[src/hw/rtl/assert_macros.svh]
`ifndef ASSERT_MACROS_SVH
`define ASSERT_MACROS_SVH

// Both macros sample on clk and are off while arst_n is low.
`define BSTP_ASSERT_IMP(label, ante, cons, msg) \
	label: assert property (@(posedge clk) disable iff (!arst_n) (ante) |-> (cons)) \
		else $error(msg);

`define BSTP_ASSERT_NXT(label, ante, cons, msg) \
	label: assert property (@(posedge clk) disable iff (!arst_n) (ante) |=> (cons)) \
		else $error(msg);

`endif

[src/hw/rtl/bstp_pkg.sv]
package bstp_pkg;

	// header layout
	localparam int HEADER_LEN = 54;
	localparam logic [5:0] HDR_LAST       = 6'(HEADER_LEN - 1);
	localparam logic [5:0] HDR_OFFSET_LO  = 6'd10;
	localparam logic [5:0] HDR_OFFSET_HI  = 6'd11;
	localparam logic [5:0] HDR_WIDTH_LO   = 6'd18;
	localparam logic [5:0] HDR_WIDTH_HI   = 6'd19;
	localparam logic [5:0] HDR_HEIGHT_LO  = 6'd22;
	localparam logic [5:0] HDR_HEIGHT_HI  = 6'd23;
	localparam logic [5:0] HDR_DEPTH      = 6'd28;

	localparam logic [7:0] DEPTH_1  = 8'd1;
	localparam logic [7:0] DEPTH_4  = 8'd4;
	localparam logic [7:0] DEPTH_24 = 8'd24;

	localparam logic [1:0] COLOR_WHITE = 2'd0;
	localparam logic [1:0] COLOR_BLACK = 2'd1;
	localparam logic [1:0] COLOR_RED   = 2'd2;

	localparam logic KIND_PIXEL = 1'b0;
	localparam logic KIND_ERROR = 1'b1;

	// configuration registers
	localparam int CFG_IDX_BITS = 2;
	localparam logic [CFG_IDX_BITS-1:0] REG_RED_THRESHOLD  = 2'd0;
	localparam logic [CFG_IDX_BITS-1:0] REG_DARK_THRESHOLD = 2'd1;
	localparam logic [CFG_IDX_BITS-1:0] REG_NIBBLE_RED_MIN = 2'd2;
	localparam logic [7:0] RST_RED_THRESHOLD  = 8'd200;
	localparam logic [7:0] RST_DARK_THRESHOLD = 8'd100;
	localparam logic [3:0] RST_NIBBLE_RED_MIN = 4'hC;

	// job queue between front and back; depth must be a power of two
	localparam int QUEUE_DEPTH = 2;

	typedef struct packed {
		logic [7:0] data_byte;
		logic       start_of_file;
	} byte_word_t;

	typedef struct packed {
		logic        kind;
		logic [15:0] pixel_x;
		logic [15:0] pixel_y;
		logic [1:0]  color;
		logic        end_of_image;
		logic        last_in_run;
	} pix_word_t;

	// one input byte worth of results: cnt pixels starting at column x
	typedef struct packed {
		logic            err;
		logic [3:0]      cnt;
		logic [7:0][1:0] colors;
		logic [15:0]     x;
		logic [15:0]     y;
		logic            eoi;
	} job_t;

endpackage

[src/hw/rtl/bstp_queue.sv]
module bstp_queue (
	input  logic           clk,
	input  logic           arst_n,
	input  logic           push,
	input  bstp_pkg::job_t push_job,
	output logic           full,
	input  logic           pop,
	output logic           head_valid,
	output bstp_pkg::job_t head
);
	import bstp_pkg::*;

	localparam int PTR_BITS = (QUEUE_DEPTH > 1) ? $clog2(QUEUE_DEPTH) : 1;
	localparam int CNT_BITS = $clog2(QUEUE_DEPTH + 1);

	job_t                mem_q [QUEUE_DEPTH];
	logic [PTR_BITS-1:0] wr_ptr_q, rd_ptr_q;
	logic [CNT_BITS-1:0] cnt_q;

	assign full       = cnt_q == CNT_BITS'(QUEUE_DEPTH);
	assign head_valid = cnt_q != '0;
	assign head       = mem_q[rd_ptr_q];

	always_ff @(posedge clk) begin
		if (push) mem_q[wr_ptr_q] <= push_job;
	end

	always_ff @(posedge clk or negedge arst_n) begin
		if (!arst_n) begin
			wr_ptr_q <= '0;
			rd_ptr_q <= '0;
			cnt_q    <= '0;
		end else begin
			if (push) wr_ptr_q <= wr_ptr_q + PTR_BITS'(1);
			if (pop) rd_ptr_q <= rd_ptr_q + PTR_BITS'(1);
			if (push && !pop) cnt_q <= cnt_q + CNT_BITS'(1);
			else if (pop && !push) cnt_q <= cnt_q - CNT_BITS'(1);
		end
	end

endmodule

[config.mk]
export PLATFORM = sky130hd
export DESIGN_NAME = bstp_queue
export DESIGN_NICKNAME = d
export VERILOG_FILES = /design/src/hw/rtl/assert_macros.svh /design/src/hw/rtl/bstp_pkg.sv /design/src/hw/rtl/bstp_queue.sv
export SDC_FILE = /design/constraint.sdc
export NUM_CORES = 1
export LEC_CHECK = 0
export BUFFER_PORTS_ARGS = -buffer_cell sky130_fd_sc_hd__buf_2
export CORE_MARGIN = 4
export CORE_UTILIZATION = 30
export DETAILED_ROUTE_END_ITERATION = 8
export PLACE_DENSITY_LB_ADDON = 0.05
export SYNTH_ARGS = -nofsm -noshare
export SYNTH_HDL_FRONTEND = slang
export SYNTH_SLANG_ARGS = --single-unit
export TNS_END_PERCENT = 100
[constraint.sdc]
create_clock -name clk -period 3.8 [get_ports clk]
set_input_delay 0.76 -clock clk [delete_from_list [all_inputs] [get_ports clk]]
set_output_delay 0.76 -clock clk [all_outputs]
set_load 0.01 [all_outputs]
# After elaboration in Yosys (flattened, before gate mapping)
# Memories as Yosys holds them, arrays and structs flattened.
# Cells that the tools add are included.
# classes
eq_ne	1
addsub	4
multipliers	0
muxes	4
shifts	0
bitwise_logic	0
magnitude_cmp	0
n_div	0
n_reduce_logical	6
# ops
cell	n
$mux W2	2
$reduce_bool A2 Y1	2
$add A1 B1 Y1 const B	2
$add A2 B1 Y2 const B	1
$eq A2 B2 Y1 const B	1
$logic_and A1 B1 Y1	2
$logic_not A1 Y1	2
$mux W1	2
$sub A2 B1 Y2 const B	1
# totals
mem_bits_ro	0
mem_count	1
inputBits	58
output_inout_bits	56
mem_bits_rw	108
latch_bits	0
register_bits	4
# mem_list
memory	words	word_bits	read_ports	rd_clocked_by_memory_dff	write_ports	line	text
mem_q	2	54	1	0	1	bstp_queue.sv:16	job_t mem_q [QUEUE_DEPTH];

# Longest topological paths before layout
# logic_depth
ltp_word	4
mapped_depth	5

# Worst setup path after synthesis
# Ideal clock, no wire load.
# synth_path
path_type	input to register
startpoint	input push
endpoint	memory mem_q[0][0] (netlist bit), enable pin
t_arrival_ns	3.147
n_path_buf	0
path_stages	1
t_required_ns	3.328
path_slack_ns	0.180
cell_sequence	nor2b_1
# synth_via
elab_chain_len	2
# synth_rtl
element	line	text
from (decl)	bstp_queue.sv:4	input logic push,
$mux W1	bstp_queue.sv:25	if (push) mem_q[wr_ptr_q] <= push_job;
$mux W1 (implied by the code)	bstp_queue.sv:25	
to (decl)	bstp_queue.sv:16	
# No other way between the ends.

==> impl_results.md <==
- Reg-to-Reg End: mem_q[0][31]
- Sw power: 0.00110 W
- Worst Path Max Fanout: 32
- Sequential Power Share: 45.4%
- Fin. max-slew vios: 0
- Ratio of final minimum period to clock period: 73.3%
- Critical Path End Type: output port
- RSZ-0062 raised after global routing: false
- Die Ht: 128 um
- Pwr/cell area: 736 mW/mm^2
- Hold-fix buffers, CTS: 0
- DRT iter0 DRCs: 84
- Main combinational cell family by area after synthesis: multiplexers
- FF-to-FF Start: wr_ptr_q
- Clk_lat worst skew: 0.35 ns
- Layout cells sized above 1: 60.5%
- Cell area after synthesis: 0.00434 sq mm
- Port buffer count: 113
- Combinational power share: 30.0%
- Highest metal layer with signal wires: met4
- Hold Vio Cnt, Final: 0
- Clock buffer count from CTS: 9
- Worst reg2reg setup slack: 2.14 ns
- Synth Net Count: 243
- Antenna violations before repair: 0
- Post-layout minimum cycle time: 2.79 ns
- Effective utilization at floorplan: 30.9%
- Vias per cell: 4.13
- Tightest Pin Transition: 0.745 ns
- Drt drc: 0
- TNS Setup: 0 ns
- Gp weighted congestion: 0.687
- Setup crit start kind: flip-flop
- CP Data Arrival Time: 2.03 ns
- FMAX: 359 MHz
- WP data required: 3.04 ns
- Syn. warnings: 0
- Relative slew margins: 50.2%
- Final nets: 364
- Synth cell types: 14
- Simple-gate share of the synthesized area: 0.664%
- Fin area: 0.00539 sq mm
- Row count: 43
- Detailed-router iteration count before antenna repair: 4
- Post-Synth XOR/XNOR Area: 1.01%
- Compound-gate portion of the synthesized area: 0%
- CTS max path bufs: 2
- Maximum vdd drop: 0.290 mV
- Post-synthesis mux area share: 18.3%
- Wl on met1: 3.42 mm
- Post-Syn Area per Cell: 23.6 sq um
- Routed wl met2: 3.83 mm
- First-pass GRT wire length: 12.2 mm
- Clock Skews: 0.00759 ns
- Vias in the first global route: 2216
- Static leakage: 2.15 nW
- Mapped Cells: 184
- Yosys reg bits: 112
- Clock sinks: 112
- GR Overflow Total: 0
- Outcome: completed
- Number of max-cap violations: 0
- Clk pin slew, worst setup/hold paths: 0.07 ns
- Dpl cell area: 0.00509 sq mm
- TritonCTS clock tree: built
- # H-tree levels: 3
- Internal: 0.00286 W
- Synth-to-layout area growth: 24.3%
- Post-synthesis sequential area ratio: 77.1%
- Largest net degree at the start of global routing: 41
- Die ar.: 0.0164 sq mm
- Post-CTS sizing: 0
- Final ANT Viol Nets: 0
- Finished Core Util: 38.4%
- Setup bufs post-CTS: 0
- Post-detailed-placement half-perimeter wirelength: 5.23 mm
- Core box area: 0.0140 sq mm
- Clock power frac: 24.6%
- IO Count: 114
- Final wirelength: 8.05 mm
- CTS Root Cell: clkbuf_16
- WL/cell: 16.5 um
- Wire length on met3: 611 um
- Die boundary width: 128 um
- Worst Hold Class: in -> async
- Worst reg2reg path depth: 2
- Final setup fails: 0
- CP Launch Point: rd_ptr_q
- Antenna Cells: 0
- GR Util All Layers: 10.1%
- Adder-Cell Fraction of Synth Area: 0.289%
- Setup CP Type: reg -> out
- Via count: 2021
- Sw frac: 27.8%
-- cell usage after synthesis (all sizes together) --
cell,number,area (sq um)
and2,1,6.26
buf,6,111
dfrtp,4,100
edfxtp,108,3240
ha,1,12.5
inv,1,3.75
mux2,54,792
nor2,1,3.75
nor2b,2,12.5
or2,1,6.26
xnor2,1,8.76
xor2,4,35.0
-- layout by cell type (no fill, tap or decap) --
cell,count
buf_12,3
bufinv_16,2
ha_1,1
dfrtp_4,1
inv_1,1
clkinv_2,2
buf_2,113
mux2_4,49
mux2_2,5
nor2b_1,1
xor2_1,4
clkbuf_16,9
clkbuf_1,2
nor2b_4,1
or2_2,1
dfrtp_1,3
edfxtp_1,108
nor2_1,1
and2_2,1
xnor2_1,1
-- metal layers --
metal,global-route usage [%],up-vias
met3,3.92,15
met2,15.9,66
met5,0,-
li1,-,959
met4,5.43,0
met1,11.8,981
-- cell families (layout without fill, tap and decap cells) --
| group | Yosys count | count (layout) |
|---|---|---|
| buffers and inverters | 7 | 132 |
| multiplexers | 54 | 54 |
| adder cells (fa/ha/maj) | 1 | 1 |
| flip-flops | 112 | 112 |
| AND/OR/NAND/NOR | 5 | 5 |
| XOR/XNOR | 5 | 5 |
-- flip-flops by register name, summed over array words and instances (netlist names) --
signal	flops
mem_q	108
cnt_q	2
rd_ptr_q	1
wr_ptr_q	1
-- critical path: stages (launching register included) --
cell and delay, ns:
dfrtp_4 0.83, buf_12 0.30, mux2_2 0.37, buf_2 0.14
-- power groups by stage --
stage | logic (W) | registers [W] | clock network [W]
after global placement | 0.00123 | 0.00183 | 0
final | 0.00119 | 0.00180 | 0.000975
after floorplan | 0.000964 | 0.00173 | 0
after detailed placement | 0.00123 | 0.00184 | 0
after CTS | 0.00123 | 0.00181 | 0.00101
after global routing | 0.00128 | 0.00184 | 0.00106
-- how the worst max path moves through the flow --
| stage | slack, ns | to | cells past startpoint |
|---|---|---|---|
| after global routing | 0.91 | head[40] | 3 |
| after global placement | 1.36 | head[40] | 3 |
| final | 1.01 | head[38] | 3 |
| after floorplan | 0.18 | mem_q[0][0] | 1 |
| after CTS | 0.96 | head[38] | 3 |
| after detailed placement | 1.33 | head[38] | 3 |
-- area by class of cell --
cell class,instances,area [sq um]
clock buffer,11,233
sequential,112,3350
fill,1305,8650
multi-input combinational,65,886
clock inverter,4,70.1
timing repair buffer,116,626
inverter,1,3.75
tap,180,225
-- through the flow --
stage / setup WS, ns / hold WS (ns) / power (W) / cells
CTS: 0.957 / 0.201 / 0.00405 / 489
floorplan: 0.180 / 0.447 / 0.00270 / 184
global placement: 1.36 / 0.475 / 0.00306 / 474
global route: 0.907 / 0.198 / 0.00418 / 489
finish: 1.01 / 0.215 / 0.00397 / 489
detailed placement: 1.33 / 0.475 / 0.00307 / 474
Power figures use the tool's default switching activity.
